File: config.mk
export PLATFORM = sky130hd
export DESIGN_NAME = key_debounce_time_entry_flat
export DESIGN_NICKNAME = d
export VERILOG_FILES = /design/src/rtl/core/kdte_pkg.sv /design/src/rtl/core/kdte_if.sv /design/src/rtl/core/key_debounce_time_entry.sv /design/src/rtl/core/kdte_front.sv /design/src/rtl/core/kdte_queue.sv /design/src/rtl/core/kdte_back.sv /design/src/flat_wrapper.sv
export SDC_FILE = /design/constraint.sdc
export NUM_CORES = 1
export LEC_CHECK = 0
export BUFFER_PORTS_ARGS = -buffer_cell sky130_fd_sc_hd__buf_2
export CAP_MARGIN = 10
export CORE_ASPECT_RATIO = 0.6
export CORE_UTILIZATION = 60
export CTS_CLUSTER_SIZE = 8
export DETAILED_ROUTE_END_ITERATION = 8
export PLACE_DENSITY = 0.79
export SLEW_MARGIN = 20
export SYNTH_ARGS = -nofsm -noshare
export SYNTH_HDL_FRONTEND = slang
export SYNTH_SLANG_ARGS = --single-unit
File: constraint.sdc
create_clock -name clk -period 15.6 [get_ports clk]
set_input_delay 4.68 -clock clk [delete_from_list [all_inputs] [get_ports clk]]
set_output_delay 4.68 -clock clk [all_outputs]
set_load 0.02 [all_outputs]
File: src/rtl/core/kdte_pkg.sv
// ----------------------------------------------------------------------------
// kdte_pkg
// Shared types and constants for the key debounce and time entry block.
// ----------------------------------------------------------------------------
package kdte_pkg;

  typedef logic [1:0] key_event_t;

  localparam key_event_t KEY_NONE = 2'd0;
  localparam key_event_t KEY_DOWN = 2'd1;
  localparam key_event_t KEY_SET  = 2'd2;
  localparam key_event_t KEY_UP   = 2'd3;

  localparam int unsigned NUM_DIGITS = 6;

  localparam logic [3:0] DIGIT_BLANK = 4'd10;
  localparam logic [3:0] DIGIT_MAX   = 4'd9;
  localparam logic [3:0] DIGIT_RESET = 4'd1;

  localparam logic [2:0] CURSOR_CONFIRM = 3'd6;

  localparam logic [7:0] DEBOUNCE_RESET = 8'd4;

  // Decimal place weights of the hhmmss digits
  localparam logic [20:0] W_HOUR_TENS = 21'd100000;
  localparam logic [20:0] W_HOUR_ONES = 21'd10000;
  localparam logic [20:0] W_MIN_TENS  = 21'd1000;
  localparam logic [20:0] W_MIN_ONES  = 21'd100;
  localparam logic [20:0] W_SEC_TENS  = 21'd10;

  // Queue status seen by both ends of the event queue
  typedef struct packed {
    logic full;
    logic empty;
  } q_stat_t;

endpackage

File: src/rtl/core/kdte_if.sv
// ----------------------------------------------------------------------------
// kdte_if
// Valid/ready channels for the key sample word and the result word.
// ----------------------------------------------------------------------------
interface kdte_in_if;
  logic valid;
  logic ready;
  logic key_down_n;
  logic key_set_n;
  logic key_up_n;

  modport source(output valid, key_down_n, key_set_n, key_up_n, input ready);
  modport sink(input valid, key_down_n, key_set_n, key_up_n, output ready);
endinterface

interface kdte_out_if;
  logic        valid;
  logic        ready;
  logic [1:0]  key_event;
  logic        in_set_mode;
  logic [2:0]  cursor_pos;
  logic [3:0]  entry_digit;
  logic        commit_strobe;
  logic [18:0] commit_time;
  logic        reject_flag;

  modport source(output valid, key_event, in_set_mode, cursor_pos, entry_digit,
                 commit_strobe, commit_time, reject_flag, input ready);
  modport sink(input valid, key_event, in_set_mode, cursor_pos, entry_digit,
               commit_strobe, commit_time, reject_flag, output ready);
endinterface

File: src/rtl/core/key_debounce_time_entry.sv
// ----------------------------------------------------------------------------
// key_debounce_time_entry
// Key debounce and six-digit hhmmss time entry with validated commit.
// ----------------------------------------------------------------------------
// One key sample word is taken per clock while the event queue is not full,
// and each yields exactly one result word; sustained rate is one word per
// cycle while the output is not stalled. The debounce stage classifies the
// sample into a key event and writes it to a short event queue (QUEUE_DEPTH
// entries); the entry stage drains one event per cycle into the output
// register while the output is free, so the input keeps flowing until the
// queue fills while the output is held. debounce_ticks may be written only
// while no word is in flight.
module key_debounce_time_entry
  import kdte_pkg::*;
#(
  parameter int unsigned QUEUE_DEPTH = 2
) (
  input  logic       clk,
  input  logic       rst,
  input  logic       cfg_we,
  input  logic [7:0] cfg_wdata,
  kdte_in_if.sink    in_ch,
  kdte_out_if.source out_ch
);

  q_stat_t    q_stat;
  logic       push;
  logic       pop;
  key_event_t push_event;
  key_event_t head_event;

  kdte_front u_front (
    .clk        (clk),
    .rst        (rst),
    .cfg_we     (cfg_we),
    .cfg_wdata  (cfg_wdata),
    .in_ch      (in_ch),
    .q_stat     (q_stat),
    .push       (push),
    .push_event (push_event)
  );

  kdte_queue #(
    .DEPTH (QUEUE_DEPTH)
  ) u_queue (
    .clk        (clk),
    .rst        (rst),
    .push       (push),
    .push_event (push_event),
    .pop        (pop),
    .head_event (head_event),
    .q_stat     (q_stat)
  );

  kdte_back u_back (
    .clk        (clk),
    .rst        (rst),
    .q_stat     (q_stat),
    .head_event (head_event),
    .pop        (pop),
    .out_ch     (out_ch)
  );

endmodule

File: src/rtl/core/kdte_front.sv
// ----------------------------------------------------------------------------
// kdte_front
// Debounce stage: takes key samples, latches one key by priority and
// classifies each sample into a key event for the queue.
// ----------------------------------------------------------------------------
module kdte_front
  import kdte_pkg::*;
(
  input  logic         clk,
  input  logic         rst,
  input  logic         cfg_we,
  input  logic [7:0]   cfg_wdata,
  kdte_in_if.sink      in_ch,
  input  q_stat_t      q_stat,
  output logic         push,
  output key_event_t   push_event
);

  logic [7:0] debounce_ticks;
  logic [7:0] hold_count;
  logic [7:0] hold_count_next;
  logic       press_latched;
  logic       press_latched_next;
  key_event_t latched_key;
  key_event_t latched_key_next;
  logic [7:0] thr;
  logic       any_down;
  logic [7:0] hold_inc;

  assign in_ch.ready = ~q_stat.full;
  assign push        = in_ch.valid & ~q_stat.full;

  // a threshold of zero acts as one
  assign thr      = (debounce_ticks == 8'd0) ? 8'd1 : debounce_ticks;
  assign any_down = ~(in_ch.key_down_n & in_ch.key_set_n & in_ch.key_up_n);
  assign hold_inc = hold_count + 8'd1;

  always_comb begin
    hold_count_next    = hold_count;
    press_latched_next = press_latched;
    latched_key_next   = latched_key;
    push_event         = KEY_NONE;
    if (any_down) begin
      // saturate at the threshold; latch only on the tick it is reached
      if (hold_count < thr) begin
        hold_count_next = hold_inc;
        if (hold_inc == thr) begin
          press_latched_next = 1'b1;
          if (!in_ch.key_down_n)     latched_key_next = KEY_DOWN;
          else if (!in_ch.key_set_n) latched_key_next = KEY_SET;
          else                       latched_key_next = KEY_UP;
        end
      end
    end else begin
      hold_count_next = 8'd0;
      if (press_latched) begin
        press_latched_next = 1'b0;
        push_event         = latched_key;
      end
    end
  end

  always_ff @(posedge clk) begin
    if (rst) begin
      debounce_ticks <= DEBOUNCE_RESET;
      hold_count     <= 8'd0;
      press_latched  <= 1'b0;
      latched_key    <= KEY_NONE;
    end else begin
      if (cfg_we) debounce_ticks <= cfg_wdata;
      if (push) begin
        hold_count    <= hold_count_next;
        press_latched <= press_latched_next;
        latched_key   <= latched_key_next;
      end
    end
  end

endmodule

File: src/rtl/core/kdte_queue.sv
// ----------------------------------------------------------------------------
// kdte_queue
// Short event queue between the debounce stage and the entry stage.
// ----------------------------------------------------------------------------
module kdte_queue
  import kdte_pkg::*;
#(
  parameter int unsigned DEPTH = 2
) (
  input  logic       clk,
  input  logic       rst,
  input  logic       push,
  input  key_event_t push_event,
  input  logic       pop,
  output key_event_t head_event,
  output q_stat_t    q_stat
);

  localparam int unsigned PTR_W = (DEPTH > 1) ? $clog2(DEPTH) : 1;
  localparam int unsigned CNT_W = $clog2(DEPTH + 1);
  localparam logic [PTR_W-1:0] PTR_LAST = PTR_W'(DEPTH - 1);
  localparam logic [CNT_W-1:0] CNT_FULL = CNT_W'(DEPTH);

  key_event_t       slots [DEPTH];
  logic [PTR_W-1:0] wr_ptr;
  logic [PTR_W-1:0] rd_ptr;
  logic [CNT_W-1:0] count;

  assign q_stat.full  = (count == CNT_FULL);
  assign q_stat.empty = (count == '0);
  assign head_event   = slots[rd_ptr];

  always_ff @(posedge clk) begin
    if (push) slots[wr_ptr] <= push_event;
  end

  always_ff @(posedge clk) begin
    if (rst) begin
      wr_ptr <= '0;
      rd_ptr <= '0;
      count  <= '0;
    end else begin
      if (push) wr_ptr <= (wr_ptr == PTR_LAST) ? '0 : wr_ptr + 1'b1;
      if (pop)  rd_ptr <= (rd_ptr == PTR_LAST) ? '0 : rd_ptr + 1'b1;
      if (push && !pop)      count <= count + 1'b1;
      else if (pop && !push) count <= count - 1'b1;
    end
  end

  a_no_overflow: assert property (@(posedge clk) disable iff (rst)
    q_stat.full && !pop |-> !push)
    else $error("event queue overflow");

  a_no_underflow: assert property (@(posedge clk) disable iff (rst)
    pop |-> !q_stat.empty)
    else $error("event queue underflow");

  a_count_bound: assert property (@(posedge clk) disable iff (rst)
    count <= CNT_FULL)
    else $error("event queue count out of range");

endmodule

File: src/rtl/core/kdte_back.sv
// ----------------------------------------------------------------------------
// kdte_back
// Entry stage: applies key events to the entry digit, the digit store and
// the set mode sequence, and registers one result word per event.
// ----------------------------------------------------------------------------
module kdte_back
  import kdte_pkg::*;
(
  input  logic       clk,
  input  logic       rst,
  input  q_stat_t    q_stat,
  input  key_event_t head_event,
  output logic       pop,
  kdte_out_if.source out_ch
);

  logic       set_mode;
  logic       set_mode_next;
  logic [2:0] cursor;
  logic [2:0] cursor_next;
  logic [3:0] digit_value;
  logic [3:0] digit_value_next;
  logic [3:0] digit_store [NUM_DIGITS];

  logic        store_we;
  logic        store_clear;
  logic        strobe;
  logic        reject;
  logic        time_ok;
  logic [20:0] time_sum;

  assign pop = ~q_stat.empty & (~out_ch.valid | out_ch.ready);

  assign time_ok = (digit_store[0] < 4'd3) && (digit_store[2] < 4'd6) &&
                   (digit_store[4] < 4'd6);

  assign time_sum = 21'(digit_store[0]) * W_HOUR_TENS
                  + 21'(digit_store[1]) * W_HOUR_ONES
                  + 21'(digit_store[2]) * W_MIN_TENS
                  + 21'(digit_store[3]) * W_MIN_ONES
                  + 21'(digit_store[4]) * W_SEC_TENS
                  + 21'(digit_store[5]);

  always_comb begin
    set_mode_next    = set_mode;
    cursor_next      = cursor;
    digit_value_next = digit_value;
    store_we         = 1'b0;
    store_clear      = 1'b0;
    strobe           = 1'b0;
    reject           = 1'b0;
    unique case (head_event)
      KEY_DOWN: begin
        digit_value_next = (digit_value == 4'd0 || digit_value > DIGIT_MAX) ?
                           DIGIT_MAX : digit_value - 4'd1;
      end
      KEY_UP: begin
        digit_value_next = (digit_value >= DIGIT_MAX) ? 4'd0 : digit_value + 4'd1;
      end
      KEY_SET: begin
        if (!set_mode) begin
          set_mode_next = 1'b1;
          cursor_next   = 3'd0;
        end else if (cursor < CURSOR_CONFIRM) begin
          store_we    = 1'b1;
          cursor_next = cursor + 3'd1;
        end else begin
          // confirm: leave set mode, then commit or reject
          set_mode_next = 1'b0;
          cursor_next   = 3'd0;
          if (time_ok) begin
            strobe           = 1'b1;
            store_clear      = 1'b1;
            digit_value_next = 4'd0;
          end else begin
            reject = 1'b1;
          end
        end
      end
      default: ;
    endcase
  end

  always_ff @(posedge clk) begin
    if (rst) begin
      set_mode    <= 1'b0;
      cursor      <= 3'd0;
      digit_value <= DIGIT_RESET;
      for (int i = 0; i < NUM_DIGITS; i++) digit_store[i] <= DIGIT_BLANK;
    end else if (pop) begin
      set_mode    <= set_mode_next;
      cursor      <= cursor_next;
      digit_value <= digit_value_next;
      if (store_clear) begin
        for (int i = 0; i < NUM_DIGITS; i++) digit_store[i] <= DIGIT_BLANK;
      end else if (store_we) begin
        digit_store[cursor] <= digit_value;
      end
    end
  end

  // output word register
  always_ff @(posedge clk) begin
    if (rst) begin
      out_ch.valid <= 1'b0;
    end else if (pop) begin
      out_ch.valid <= 1'b1;
    end else if (out_ch.ready) begin
      out_ch.valid <= 1'b0;
    end
  end

  always_ff @(posedge clk) begin
    if (pop) begin
      out_ch.key_event     <= head_event;
      out_ch.in_set_mode   <= set_mode_next;
      out_ch.cursor_pos    <= cursor_next;
      out_ch.entry_digit   <= digit_value_next;
      out_ch.commit_strobe <= strobe;
      out_ch.commit_time   <= strobe ? time_sum[18:0] : 19'd0;
      out_ch.reject_flag   <= reject;
    end
  end

  a_cursor_range: assert property (@(posedge clk) disable iff (rst)
    cursor <= CURSOR_CONFIRM)
    else $error("cursor beyond confirm position");

  a_strobe_reject_excl: assert property (@(posedge clk) disable iff (rst)
    out_ch.valid |-> !(out_ch.commit_strobe && out_ch.reject_flag))
    else $error("commit and reject in the same word");

  a_commit_leaves_set: assert property (@(posedge clk) disable iff (rst)
    out_ch.valid && out_ch.commit_strobe |->
      !out_ch.in_set_mode && out_ch.cursor_pos == 3'd0 && out_ch.entry_digit == 4'd0)
    else $error("commit did not return to idle entry state");

  a_cursor_outside_set: assert property (@(posedge clk) disable iff (rst)
    !set_mode |-> cursor == 3'd0)
    else $error("cursor moved outside set mode");

endmodule

File: src/flat_wrapper.sv
// flat-port wrapper written by rule: the top's interface ports become plain ports
module key_debounce_time_entry_flat import kdte_pkg::*;
#(
  parameter int unsigned QUEUE_DEPTH = 2
)
  (clk, rst, cfg_we, cfg_wdata, in_ch_valid, in_ch_key_down_n, in_ch_key_set_n, in_ch_key_up_n, in_ch_ready, out_ch_valid, out_ch_key_event, out_ch_in_set_mode, out_ch_cursor_pos, out_ch_entry_digit, out_ch_commit_strobe, out_ch_commit_time, out_ch_reject_flag, out_ch_ready);
  kdte_in_if in_ch_i ();
  kdte_out_if out_ch_i ();
  input  logic clk;
  input  logic rst;
  input  logic cfg_we;
  input  logic [7:0] cfg_wdata;
  input wire logic [$bits(in_ch_i.valid)-1:0] in_ch_valid;
  input wire logic [$bits(in_ch_i.key_down_n)-1:0] in_ch_key_down_n;
  input wire logic [$bits(in_ch_i.key_set_n)-1:0] in_ch_key_set_n;
  input wire logic [$bits(in_ch_i.key_up_n)-1:0] in_ch_key_up_n;
  output wire logic [$bits(in_ch_i.ready)-1:0] in_ch_ready;
  output wire logic [$bits(out_ch_i.valid)-1:0] out_ch_valid;
  output wire logic [$bits(out_ch_i.key_event)-1:0] out_ch_key_event;
  output wire logic [$bits(out_ch_i.in_set_mode)-1:0] out_ch_in_set_mode;
  output wire logic [$bits(out_ch_i.cursor_pos)-1:0] out_ch_cursor_pos;
  output wire logic [$bits(out_ch_i.entry_digit)-1:0] out_ch_entry_digit;
  output wire logic [$bits(out_ch_i.commit_strobe)-1:0] out_ch_commit_strobe;
  output wire logic [$bits(out_ch_i.commit_time)-1:0] out_ch_commit_time;
  output wire logic [$bits(out_ch_i.reject_flag)-1:0] out_ch_reject_flag;
  input wire logic [$bits(out_ch_i.ready)-1:0] out_ch_ready;
  assign in_ch_i.valid = in_ch_valid;
  assign in_ch_i.key_down_n = in_ch_key_down_n;
  assign in_ch_i.key_set_n = in_ch_key_set_n;
  assign in_ch_i.key_up_n = in_ch_key_up_n;
  assign in_ch_ready = in_ch_i.ready;
  assign out_ch_valid = out_ch_i.valid;
  assign out_ch_key_event = out_ch_i.key_event;
  assign out_ch_in_set_mode = out_ch_i.in_set_mode;
  assign out_ch_cursor_pos = out_ch_i.cursor_pos;
  assign out_ch_entry_digit = out_ch_i.entry_digit;
  assign out_ch_commit_strobe = out_ch_i.commit_strobe;
  assign out_ch_commit_time = out_ch_i.commit_time;
  assign out_ch_reject_flag = out_ch_i.reject_flag;
  assign out_ch_i.ready = out_ch_ready;
  key_debounce_time_entry #(.QUEUE_DEPTH(QUEUE_DEPTH)) u_core (.clk(clk), .rst(rst), .cfg_we(cfg_we), .cfg_wdata(cfg_wdata), .in_ch(in_ch_i), .out_ch(out_ch_i));
endmodule
==> results of run 1 <==
-- stage by stage --
stage	utilization [%]	hold WS [ns]	power, W	area (sq um)	setup WS [ns]
2_1_floorplan	-	0.449	0.000739	7490	8.72
3_3_place_gp	65.1	0.456	0.000856	7880	9.28
3_5_place_dp	65.1	0.481	0.000868	7880	9.10
4_1_cts	67.7	0.492	0.00111	8190	9.37
5_1_grt	67.7	0.516	0.00118	8190	9.21
6_report	67.7	0.493	0.00111	8190	9.30
-- metal layers --
layer	GRT usage, %	share of wire, %	routed length, um	vias to the layer above
li1	-	-	-	2709
met1	38.9	49	8000	2623
met2	38.7	41	6760	214
met3	7.84	9.6	1570	11
met4	3.60	0.40	66	0
met5	0	0	0	-
-- report_power, final --
group	switching, W	internal [W]
logic	0.000324	0.000200
clock network	0.0000861	0.000145
registers	0.0000331	0.000319
total	0.000444	0.000664
-- state kept, by name, indices dropped and copies added (netlist names), 2 cells and up, named ones only --
| register | flops |
|---|---|
| u_core.u_back.out_ch.key_event | 2 |
| u_core.u_back.out_ch.commit_time | 19 |
| u_core.u_back.digit_store | 24 |
| u_core.u_back.out_ch.entry_digit | 4 |
| u_core.u_queue.slots | 4 |
| u_core.u_front.latched_key | 2 |
| u_core.u_front.hold_count | 8 |
| u_core.u_front.debounce_ticks | 8 |
| u_core.u_back.digit_value | 4 |
| u_core.u_queue.count | 2 |
| u_core.u_back.out_ch.cursor_pos | 3 |
| u_core.u_back.cursor | 3 |
-- logic make-up after synthesis --
group	synth area share, %
and+or+nand+nor	13.2
adders and majority gates	28.8
AOI/OAI and AO/OA	12.4
muxes	1.34
buffers and inverters	5.63
xor gates and xnor gates	6.19
DFF	32.5
-- cell type report --
type / count / area share (%)
sequential: 92 / 29.7
clock buffer: 12 / 3.01
multi-input combinational: 553 / 56.6
clock inverter: 4 / 0.886
inverter: 91 / 4.17
timing repair buffer: 50 / 3.11
tap: 165 / 2.52
-- worst paths after layout --
kind | start | end | slack, ns | depth (start not counted)
min | u_core.u_front.latched_key[1]$_SDFFE_PP0P_ | u_core.u_front.latched_key[1]$_SDFFE_PP0P_ | 0.49 | 2
max | rst | u_core.u_back.digit_store[4][0]$_SDFFCE_PN0P_ | 9.30 | 5
max reg2reg | u_core.u_back.digit_store[2][1]$_SDFFCE_PN1P_ | u_core.u_back.out_ch.commit_time[15]$_SDFFCE_PN0P_ | 9.54 | 22
min reg2reg | u_core.u_front.latched_key[1]$_SDFFE_PP0P_ | u_core.u_front.latched_key[1]$_SDFFE_PP0P_ | 0.49 | 2
-- tightest hold or removal path, cell delays in order, from the launching register on --
cell and delay, ns:
dfxtp_1 0.31, o21ai_0 0.07, a21oi_1 0.07
-- cell usage after synthesis (2+ instances only) --
library cell	n
dfxtp_1	33
xor2_1	20
nand3_1	11
and2_1	11
clkbuf_1	17
nor3b_1	5
fa_1	37
nor2_1	57
a211oi_1	7
o21bai_1	6
o21a_1	7
a32oi_1	3
mux2i_1	10
edfxtp_1	59
and4b_1	2
or2_2	5
ha_1	113
a21oi_1	40
a31oi_1	6
a21o_1	12
or3_1	4
o21ai_0	29
nor3_1	12
clkinv_1	2
nor4_1	4
a311oi_1	3
o21ai_1	2
nand2b_1	15
a41oi_1	4
nor2b_1	7
xnor2_1	33
o211ai_1	10
and3_1	20
inv_1	89
nand2_1	37
nand4_1	2
-- cells in the final DEF (no fill, tap or decap), drive strengths merged, types with 16 or more instances in the layout --
master,n
o21ai,31
inv,89
fa,37
buf,50
edfxtp,59
nand2b,16
a21oi,40
nor2,57
nand2,38
and3,20
dfxtp,33
xnor2,33
xor2,20
ha,113
==> run summary, run 1 <==
Fin. Hold Viols: 0
Syn. warnings: 0
total congestion overflow: 0
clk buf depth: 2
cell taking the most area after synthesis: edfxtp_1
synth top area cells: edfxtp_1 (24%), ha_1 (19%), fa_1 (9.9%), dfxtp_1 (8.8%), inv_1 (4.5%)
Sequential cell area: 0.00243 sq mm
cell count after synthesis: 755
fin crit share: 40.4%
crit-path max FO: 34
worst slew pin tran: 0.751 ns
Critical-path top delay cell: nor4_1
leading register cell type out of synthesis: edfxtp_1
layout cells sized above 1: 8.98%
critical path required time: 15.63 ns
DRC errors left: 0
initial antenna violation count: 0
die footprint: 0.0130 sq mm
Clock Latency Late Sink: 0.33 ns
Max Clock Skew: 0.00474 ns
crit path DAT: 6.33 ns
Worst IR Drop VDD: 0.0000925 V
max_cap viols: 0
CP Buf/Inv Count: 1
critical path capture point type: register
clock slew at reported path FFs: 0.06 ns
Crit path max-delay family: simple AND/OR/NAND/NOR gates
Synth top area share: 23.6%
Hold-fix buffers, CTS: 0
CP max stage delay: 0.59 ns
Multi-input gate area: 0.00464 sq mm
f_max: 159 MHz
RSZ-0062 raised after global routing: false
status: completed
Cell Rows: 31
cell chain of the critical path: buf_2 > nor2_1 > nand2_1 > nor4_1 > nand2b_1
post-route insts no fill: 967
post-DP HPWL: 13.0 mm
Starting Density: 61.9%
Static Leak: 3.72 nW
Synth Register Bits: 92
Synthesized Nets: 921
Hold Crit Class: register to register
EDFF count, synth: 59
Num CTS Buffers: 9
Post-Syn Area: 0.00749 sq mm
power per cell area: 135 mW/mm^2
Sink Count: 92
first-pass GRT wire length: 26.3 mm
clock root buffer: clkbuf_16
CTS resizes: 0
largest net degree at the start of global routing: 37
Final nets: 963
max_slew headroom: 49.5%
endpoints failing setup: 0
drt first-iter violations: 382
DRT Pass-1 Iters: 5
Placed Cells: 951
Startpoint Class: primary input
CP Class: primary input to register
Avg WL per Cell: 17.0 um
CTS HTree Levels: 3
number of fill cells: 924
sequential share of the synthesized area: 32.5%
final setup TNS: 0 ns
area grow syn2layout: 9.35%
Avg Cell Area, Syn: 9.93 sq um
diode count: 0
core area: 0.0121 sq mm
Yosys cell types: 57
gr usage total: 26.3%
port bufs: 48
WL final: 16.4 mm
IO Pins: 49
Die W: 146 um
RD Place Congestion: 0.867
post-DR vias/cell: 5.75
Post-CTS Setup Inserts: 0
fin. max-slew vios: 0
Synth async-reset ratio: 0%
Antenna Nets Post-Route: 0
vias in the first global route: 5205
via count: 5557
CTS tree: built
Die H: 88.6 um
Final min period: 6.30 ns
No activity file was read; power rests on OpenSTA's default activity.
==> run 2: changes to the inputs <==
clock period = 6.1 ns   (was 15.6 ns; I/O delays follow)
==> run 2 against run 1 <==
Compared with the run above: design area grew 0.49%; clock skew grew 0.0072 ns; die area unchanged; global-route usage is 1.3 points higher; clock power up 140%; clock-buffer cell count is 3 lower; critical path depth increased by 16.
==> run summary, run 2 (synthesis gave the netlist of run 1 again) <==
WL final: 17.0 mm
status: completed
number of fill cells: 971
via count: 5679
clock root buffer: clkbuf_16
Post-Place Worst Slack: 0.183 ns
initial antenna violation count: 0
fin. max-slew vios: 0
Cell Rows: 31
Sequential cell area: 0.00243 sq mm
RSZ-0062 raised after global routing: true
drt first-iter violations: 352
crit-path max FO: 6
total congestion overflow: 0
post-route insts no fill: 972
Sink Count: 92
f_max: 173 MHz
layout cells sized above 1: 10.5%
worst slew pin tran: 0.673 ns
Avg WL per Cell: 17.5 um
DRT Pass-1 Iters: 5
clk buf depth: 2
Fin. Hold Viols: 0
most frequent cells in the layout: ha_1 (113), inv_1 (89), edfxtp_1 (59)
placed inst area: 0.00788 sq mm
final worst slack: 0.314 ns
post-DP HPWL: 13.5 mm
Final nets: 968
number of flip-flops under the largest register name: 24
Die W: 146 um
RD Place Congestion: 0.900
Final min period: 5.79 ns
CP Class: register to register
area grow syn2layout: 9.88%
CTS tree: built
Multi-input gate area: 0.00467 sq mm
fin crit share: 94.8%
Die H: 88.6 um
clock slew at reported path FFs: 0.07 ns
Max Clock Skew: 0.0119 ns
first-pass GRT wire length: 27.5 mm
Placed Cells: 951
Startpoint Class: register
final setup TNS: 0 ns
Starting Density: 61.9%
crit path DAT: 5.87 ns
endpoints failing setup: 0
IO Pins: 49
critical path capture point type: register
diode count: 0
CTS HTree Levels: 3
critical path required time: 6.18 ns
Worst IR Drop VDD: 0.000294 V
vias in the first global route: 5395
commonest non-fill, non-tap cell in the layout: ha_1
Hold Crit Class: register to register
largest net degree at the start of global routing: 37
design area: 0.00823 sq mm
DRC errors left: 0
die footprint: 0.0130 sq mm
max_slew headroom: 54.9%
port bufs: 48
Power Total: 0.00281 W
gr usage total: 27.5%
max_cap viols: 0
power per cell area: 342 mW/mm^2
post-DR vias/cell: 5.84
Regs by FF count: u_core.u_back.digit_store x24, u_core.u_back.out_ch.commit_time x19
Clock Latency Late Sink: 0.35 ns
Antenna Nets Post-Route: 0
Static Leak: 3.74 nW
largest register by flop count: u_core.u_back.digit_store
core area: 0.0121 sq mm
Num CTS Buffers: 9
-- run 2: cell types whose count changed in the layout (fill, tap and decap cells not counted), moves of 2 or more --
cell	delta
buf_4	+5
inv_6	+3
a211oi_1	-2
a211oi_2	+2
bufinv_16	-2
clkbuf_1	-2
-- run 2: worst max-delay path, cell delays in order, from the launching register on --
cell and delay (ns):
edfxtp_1 0.51, fa_1 0.66, inv_1 0.12, fa_1 0.51, inv_1 0.04, ha_1 0.33
a21o_1 0.22, a211oi_2 0.27, o21ai_0 0.16, a21oi_2 0.19, xor2_2 0.24, fa_1 0.46
inv_1 0.07, ha_1 0.23, ha_1 0.29, ha_1 0.38, a21o_1 0.22, a21o_1 0.18
nor3_1 0.16, a21oi_1 0.10, xor2_1 0.14, nor2_1 0.05
-- run 2: repair_timing --
item,4_1_cts,5_1_grt
buffers inserted,0,5
endpoints found under the setup margin,0,5
hold buffers,0,0
hold endpoints to repair,0,0
gates resized for setup,0,5
-- run 2: worst paths after layout --
kind	from	endpoint	slack (ns)	cells after the start
setup reg to reg	u_core.u_back.digit_store[2][2]$_SDFFCE_PN0P_	u_core.u_back.out_ch.commit_time[18]$_SDFFCE_PN0P_	0.31	21
hold / removal	u_core.u_front.latched_key[1]$_SDFFE_PP0P_	u_core.u_front.latched_key[1]$_SDFFE_PP0P_	0.48	2
hold reg to reg	u_core.u_front.latched_key[1]$_SDFFE_PP0P_	u_core.u_front.latched_key[1]$_SDFFE_PP0P_	0.48	2
setup / recovery	u_core.u_back.digit_store[2][2]$_SDFFCE_PN0P_	u_core.u_back.out_ch.commit_time[18]$_SDFFCE_PN0P_	0.31	21
-- run 2: cell type report --
type                       count  area share [%]
sequential                    92            29.5
timing repair buffer          55            3.56
multi-input combinational    553            56.7
clock inverter                 7           0.821
clock buffer                   9            2.74
inverter                      91            4.15
tap                          165            2.51
-- run 2: power breakdown --
| part | internal [W] | switching (W) | total (W) |
|---|---|---|---|
| sequential | 0.000815 | 0.0000858 | 0.000901 |
| combinational | 0.000514 | 0.000853 | 0.00137 |
| clock | 0.000286 | 0.000260 | 0.000545 |
-- run 2: metrics by stage --
stage                     util (%)  hold slack (ns)
after global placement        65.1            0.466
after floorplan                  -            0.449
after global routing          68.0            0.494
after detailed placement      65.1            0.474
after CTS                     67.5            0.482
final                         68.0            0.484
-- run 2: routing by layer --
metal | up-vias | GRT usage, % | share of wire (%)
met5 | - | 0 | 0
met4 | 0 | 4.07 | 0.80
met3 | 18 | 6.39 | 8.1
met2 | 221 | 42.0 | 43
met1 | 2722 | 40.8 | 48
li1 | 2718 | - | -
